===== config.mk =====
export PLATFORM = sky130hd
export DESIGN_NAME = dort_cmp
export DESIGN_NICKNAME = d
export VERILOG_FILES = /design/src/dort_pkg.sv /design/src/dort_cmp.sv
export VERILOG_INCLUDE_DIRS = /design/src /design/src/src
export SDC_FILE = /design/constraint.sdc
export NUM_CORES = 2
export LEC_CHECK = 0
export BUFFER_PORTS_ARGS = -buffer_cell sky130_fd_sc_hd__buf_2
export CORE_MARGIN = 8
export CORE_UTILIZATION = 42
export CTS_CLUSTER_DIAMETER = 100
export DETAILED_ROUTE_END_ITERATION = 8
export SLEW_MARGIN = 20
export SYNTH_ARGS = -nofsm -noshare
export SYNTH_HDL_FRONTEND = slang
export SYNTH_SLANG_ARGS = --single-unit

===== constraint.sdc =====
create_clock -name clock -period 8.1 [get_ports clock]
set_clock_uncertainty 0.2 [all_clocks]
set_input_delay 0.405 -clock clock [delete_from_list [all_inputs] [get_ports clock]]
set_output_delay 0.405 -clock clock [all_outputs]
set_load 0.1 [all_outputs]

===== src/disc_overlap_rejection_table_macros.svh =====
// assertion macros shared by the disc overlap rejection table modules
`ifndef DISC_OVERLAP_REJECTION_TABLE_MACROS_SVH
`define DISC_OVERLAP_REJECTION_TABLE_MACROS_SVH
`ifndef NO_ASSERTIONS
`define DORT_ASSERT(lbl, prop, msg) \
   lbl: assert property (@(posedge clock) disable iff (reset) prop) else $error(msg);
`define DORT_ASSERT_NEXT(lbl, ante, cons, msg) \
   lbl: assert property (@(posedge clock) disable iff (reset) (ante) |=> (cons)) else $error(msg);
`else
`define DORT_ASSERT(lbl, prop, msg)
`define DORT_ASSERT_NEXT(lbl, ante, cons, msg)
`endif
`endif


===== src/dort_pkg.sv =====
// types and constants of the disc overlap rejection table
`default_nettype none
package dort_pkg;
   localparam int CAPACITY_DEFAULT = 1024;
   localparam int COORD_BITS       = 20;
   localparam int CFG_W            = 11;
   localparam int COUNT_W          = 11;
   localparam int CONF_W           = 10;
   localparam int STATUS_W         = 2;

   localparam logic [CFG_W-1:0] MAX_DISCS_RESET = CFG_W'(1000);

   localparam logic [STATUS_W-1:0] STAT_ACCEPT  = 2'd0;
   localparam logic [STATUS_W-1:0] STAT_OVERLAP = 2'd1;
   localparam logic [STATUS_W-1:0] STAT_FULL    = 2'd2;
   localparam logic [STATUS_W-1:0] STAT_CLEARED = 2'd3;

   localparam logic KIND_CLEAR = 1'b0;

   typedef struct packed {
      logic                  kind;
      logic [COORD_BITS-1:0] cand_x;
      logic [COORD_BITS-1:0] cand_y;
      logic [COORD_BITS-1:0] cand_diam;
   } req_type;

   typedef struct packed {
      logic [STATUS_W-1:0] status;
      logic [COUNT_W-1:0]  placed_count;
      logic [CONF_W-1:0]   conflict_index;
   } rsp_type;

   // control that travels with each stored entry into the compare pipeline
   typedef struct packed {
      logic valid;
      logic last;
   } ctl_type;

   typedef struct packed {
      logic valid;
      logic last;
      logic hit;
   } res_type;
endpackage
`default_nettype wire


===== src/dort_cmp.sv =====
// pipelined overlap test of the candidate against one stored disc per cycle
`default_nettype none
`include "disc_overlap_rejection_table_macros.svh"
module dort_cmp #(
   parameter int CAPACITY = dort_pkg::CAPACITY_DEFAULT
) (
   input  logic                                clock,
   input  logic                                reset,
   input  logic                                flush,
   input  logic [dort_pkg::COORD_BITS-1:0]     cand_x,
   input  logic [dort_pkg::COORD_BITS-1:0]     cand_y,
   input  logic [dort_pkg::COORD_BITS-1:0]     cand_d,
   input  logic [dort_pkg::COORD_BITS-1:0]     ent_x,
   input  logic [dort_pkg::COORD_BITS-1:0]     ent_y,
   input  logic [dort_pkg::COORD_BITS-1:0]     ent_d,
   input  dort_pkg::ctl_type                   ctl_in,
   input  logic [$clog2(CAPACITY)-1:0]         idx_in,
   output dort_pkg::res_type                   res_out,
   output logic [$clog2(CAPACITY)-1:0]         idx_out
);
   localparam int C     = dort_pkg::COORD_BITS;
   localparam int IDX_W = $clog2(CAPACITY);

   dort_pkg::ctl_type s1_ctl_ff, s2_ctl_ff;
   dort_pkg::res_type res_ff;
   logic [IDX_W-1:0]  s1_idx_ff, s2_idx_ff, idx_out_ff;
   logic [C-1:0]      dx_ff, dy_ff;
   logic [C:0]        sd_ff;
   logic [2*C-1:0]    dx2_ff, dy2_ff;
   logic [2*C+1:0]    sd2_ff;
   logic [2*C:0]      dist_sum;
   logic [2*C+2:0]    lhs;
   logic              hit;

   // 4*(dx^2 + dy^2) < (d + D)^2
   assign dist_sum = {1'b0, dx2_ff} + {1'b0, dy2_ff};
   assign lhs      = {dist_sum, 2'b00};
   assign hit      = lhs < {1'b0, sd2_ff};

   always_ff @(posedge clock) begin
      if (reset) begin
         s1_ctl_ff <= '0;
         s2_ctl_ff <= '0;
         res_ff    <= '0;
      end else begin
         s1_ctl_ff.valid <= ctl_in.valid && !flush;
         s1_ctl_ff.last  <= ctl_in.last;
         s2_ctl_ff.valid <= s1_ctl_ff.valid && !flush;
         s2_ctl_ff.last  <= s1_ctl_ff.last;
         res_ff.valid    <= s2_ctl_ff.valid && !flush;
         res_ff.last     <= s2_ctl_ff.last;
         res_ff.hit      <= hit;
      end
   end

   always_ff @(posedge clock) begin
      dx_ff      <= (cand_x >= ent_x) ? (cand_x - ent_x) : (ent_x - cand_x);
      dy_ff      <= (cand_y >= ent_y) ? (cand_y - ent_y) : (ent_y - cand_y);
      sd_ff      <= {1'b0, cand_d} + {1'b0, ent_d};
      s1_idx_ff  <= idx_in;
      dx2_ff     <= dx_ff * dx_ff;
      dy2_ff     <= dy_ff * dy_ff;
      sd2_ff     <= sd_ff * sd_ff;
      s2_idx_ff  <= s1_idx_ff;
      idx_out_ff <= s2_idx_ff;
   end

   assign res_out = res_ff;
   assign idx_out = idx_out_ff;

   `DORT_ASSERT_NEXT(a_flush_empties, flush, !s1_ctl_ff.valid && !s2_ctl_ff.valid && !res_ff.valid, "compare pipeline not emptied by flush")
   `DORT_ASSERT(a_res_from_input, res_ff.valid |-> $past(ctl_in.valid, 3), "compare result without a matching read")
   `DORT_ASSERT(a_idx_follows, res_ff.valid |-> (idx_out_ff == $past(idx_in, 3)), "compare result index out of step")
endmodule
`default_nettype wire


* Word-level counts from Yosys, hierarchy flattened
Index checks and enable logic that the tools add are counted.
W data, S select, Z words.
** Storage, ports and cells
- Register bits :: 220
- Bits of input ports :: 135
- Output and inout port bits :: 13
** Cells by class
- $add $sub $neg :: 6
- Multiply operators :: 3
- Order comparisons :: 3
- Multiplexer cells :: 2
- Reductions and logical operators :: 4
** Operators by type and width (count)
- $mul A20 B20 Y40 :: 2
- $sub A20 B20 Y20 :: 4
- $lt A43 B42 Y1 :: 1
- $mul A21 B21 Y42 :: 1
- $add A40 B40 Y41 :: 1
- $ge A20 B20 Y1 :: 2
- $mux W20 :: 2
- $add A20 B20 Y21 :: 1
- $logic_and A1 B1 Y1 :: 3
- $logic_not A1 Y1 :: 1

* Logic depth before layout (Yosys ltp)
- Depth in word-level cells :: 2
- Gate-level depth with buffers :: 28
- Gate-level depth less buffers :: 27

* Worst setup path before layout
Ideal clock, no wire load.
- Path kind :: register -> register
- Start point :: register dy_ff[10]
- End point :: register dy2_ff[39]
- Library setup time :: 0.072 ns
- Arrival time :: 7.192 ns
- Required time :: 7.828 ns
- Setup slack :: 0.636 ns
- Cell stages (with the launch flop) :: 29
- Path buffers :: 2
- Path through :: dfxtp_1 clkbuf_1 clkbuf_1 nand2_1 fa_1 inv_1 fa_1 inv_1 fa_1 inv_1 fa_1 inv_1 fa_1 inv_1 fa_1 inv_1 fa_1 inv_1 ha_1 a211oi_2 nor2_1 nor4_4 a211oi_2 a2111oi_4 o211ai_2 a2111o_1 a31o_1 a21oi_2 xnor2_1
** On the way
- Cells in the longest elaborated chain, start to end :: 1
** Ends and longest elaborated chain
- start, declared :: line dort_cmp.sv:27 : logic [C-1:0] dx_ff, dy_ff;
- start signal, assigned :: line dort_cmp.sv:58 : dy_ff <= (cand_y >= ent_y) ? (cand_y - ent_y) : (ent_y - cand_y);
- $mul A20 B20 Y40 :: line dort_cmp.sv:62 : dy2_ff <= dy_ff * dy_ff;
- end signal, assigned :: line dort_cmp.sv:62
- end, declared :: line dort_cmp.sv:29 : logic [2*C-1:0] dx2_ff, dy2_ff;
No other way between the ends.
A chain may end at the register's enable or synchronous reset.

* Final worst setup path
- Start point :: register dy_ff[3]
- End point :: register dy2_ff[39]
Same word-level chain as after synthesis.

==> results.md <==
* Fin. max-slew vios at 0
* RSZ-0062 raised after global routing: false
* Worst setup path category: reg2reg
* CTS tree: built
* Avg WL per Cell at 15.78 um
* Yosys reg bits at 217
* Layout cells sized above 1 at 5.720%
* IO Pins at 148
* Top-count cell post-synth: inv_1
* Fin util at ~46%
* Gate Count Post-Synth at 5186
* Post-synth cell types at 89
* Area contributors post-synth: fa_1 (37%), ha_1 (17%), inv_1 (10%), dfxtp_1 (9.3%), nand2_1 (3.6%)
* Number of flops mapped to enable cells by yosys at 0
* Cell area after layout at approximately 51000 um2
* Ys Warns at 0
* DR vias/cell at 4.960
* Initial Util at about 42%
* Core Box Area at 110700 um2
* Final period util at 94.68%
* Overall routing resource usage at a little under a fifth
* First-pass GRT wire length at 184.1 mm
* DP HPWL at about 93 mm
* Synth Flop Type: dfxtp_1
* Worst-Skew Late Latency at roughly 0.62 ns
* DR DRC count at 0
* Longest Clk Path Bufs at 3
* Area of the multi-input gates at 37110 um2
* Root buffer cell: clkbuf_16
* Most Frequent Cell on Critical Path: fa_1
* Sum of buffers and inverters on the critical path at 5
* Pin count of the biggest net entering global routing at 24
* Post-place instance area at around 50000 um2
* CP endpoint kind: flip-flop
* P&R area growth vs syn at 8.866%
* Vias in the first global route at 37200
* Syn Nets at 6818
* Setup violation total in the final timing report at 0
* H-tree levels at 1
* Worst setup SP type: flip-flop
* Synth Cell Area at 46890 um2
* DRT Pass-1 Iters at 5
* Slowest stage delay, CP at 0.62 ns
* Worst-Margin Slew at 0.8989 ns
* # rows at 122
* Critical Path AT at 8.00 ns
* Max stage delay cell, worst path: dfxtp_1
* Initial antenna violation count at 1
* Hold Fails Final Rpt at 0
* IO buf count at 147
* Fillers at between 10000 and 15000
* Register area at around 4300 um2
* Antenna Nets Post-Route at 0
* Vias at 34010
* Die H at roughly 350 um
* Reg clk slew, reported paths at 0.06 ns
* Final wirelength at between 100 and 150 mm
* Fmax at 130.4 MHz
* Commonest cells in the netlist: inv_1 (1295), fa_1 (875), ha_1 (622)
* Status: finished clean
* Post-synthesis sequential area ratio at a little under a tenth
* Total grt overflow at 0
* Ys async rst share at 0%
* HP Class: in2reg
* Tmin final at 7.669 ns
* Die W at 350.1 um
* Cell taking the most area after synthesis: fa_1
* CP top delay family: adder cells
* CP max FO at 12
* Slew HR at 39.93%
* Setup TNS at 0 ns
* Postcts setup bufs at 0
* Average cell area after synthesis at 9.043 um2
* Fin nets at roughly 7000
* GPL Wtd Cong at 0.8655
* Max Cap Viol at 0
* Required time worst endpoint at 8.44 ns
* Top-area cell type share of the netlist area at 37.35%
* CTS Buf Count at 30
* DRC marker count from the first detailed-route iteration at 1532
* Die Area at 122600 um2
* Clock Sink Count at 217
kinds of logic after synthesis:
family          share of synthesized area (%)
compound gates                          9.082
mux                                    0.5043
flops                                   9.264
xor+xnor                                3.978
fa+ha+maj                               53.95
buf+inv                                 11.59
simple gates                            11.63
cells in the final DEF (no fill, tap or decap), types with 18 or more instances in the layout:
cell type | Yosys | final
nand4_1 | 32 | 32
xnor2_1 | 142 | 142
mux2i_1 | 18 | 18
nor2_1 | 212 | 212
fa_1 | 875 | 875
o21bai_1 | 25 | 25
dfxtp_1 | 217 | 216
o21ai_0 | 116 | 116
a21o_1 | 89 | 89
buf_2 | 16 | 147
nor2b_1 | 48 | 48
nand3_1 | 43 | 43
inv_1 | 1295 | 1295
nand2b_1 | 24 | 24
dlygate4sd3_1 | 0 | 58
a31oi_1 | 25 | 25
nor3_1 | 41 | 41
xor2_1 | 71 | 71
a21oi_1 | 213 | 213
ha_1 | 622 | 622
clkbuf_16 | 0 | 30
buf_4 | 1 | 70
nand2_1 | 447 | 447
and2_1 | 229 | 229
o21a_1 | 27 | 27
sequential cells by signal, indices dropped and copies added, names as in the netlist:
signal     flops
s2_ctl_ff      2
s2_idx_ff     10
dy2_ff        39
sd_ff         21
s1_ctl_ff      2
res_out        3
dx2_ff        39
idx_out       10
s1_idx_ff     10
dx_ff         20
sd2_ff        41
dy_ff         20
final cells by class:
| cell class | count | share of cell area (%) |
|---|---|---|
| Multi-Input combinational cell | 3527 | 72.70 |
| Tap cell | 1488 | 3.647 |
| Clock buffer | 38 | 1.588 |
| Inverter | 1295 | 9.521 |
| Clock inverter | 15 | 0.4166 |
| Sequential cell | 217 | 8.512 |
| Timing Repair Buffer | 275 | 3.608 |
| Antenna cell | 2 | 0.009803 |
worst min-delay path, cell delays in order:
cell and delay [ns]:
buf_2 0.09, inv_1 0.04, ha_1 0.15, xor2_1 0.08
metal layers:
| metal | global-route usage (%) | up-vias | part of all wire, % |
|---|---|---|---|
| met5 | 0 | - | 0 |
| li1 | - | 16260 | - |
| met2 | 33.03 | 573 | 51 |
| met1 | 23.36 | 17020 | 43 |
| met3 | 1.820 | 168 | 3.5 |
| met4 | 4.061 | 0 | 2.4 |
stage by stage:
stage / hold WS, ns / setup WS (ns) / instances
3_3_place_gp: 0.1100 / 0.4290 / 6744
6_report: 0.03029 / 0.4311 / 6857
4_1_cts: 0.005541 / 0.3437 / 6855
2_1_floorplan: 0.1096 / 0.6358 / 5186
5_1_grt: 0.04457 / 0.01615 / 6855
3_5_place_dp: 0.1121 / 0.3738 / 6744
timing repair:
| item | CTS | global route |
|---|---|---|
| endpoints found under the hold margin | 38 | 0 |
| resized for setup | 0 | 1 |
| hold buffers | 58 | 0 |
| setup endpoints to repair | 0 | 2 |
worst paths after layout:
check / startpoint / end / cells after the start / slack (ns)
setup / recovery: dy_ff[3] / dy2_ff[39] / 25 / 0.43
hold / removal: ent_y[19] / dy_ff[19] / 4 / 0.03
setup reg to reg: dy_ff[3] / dy2_ff[39] / 25 / 0.43
hold reg to reg: s2_idx_ff[2] / idx_out[2] / 0 / 0.12
Power is left out: the tool's default activity adds up to more than one toggle a clock period on the data nets, which glitch-free logic cannot reach.
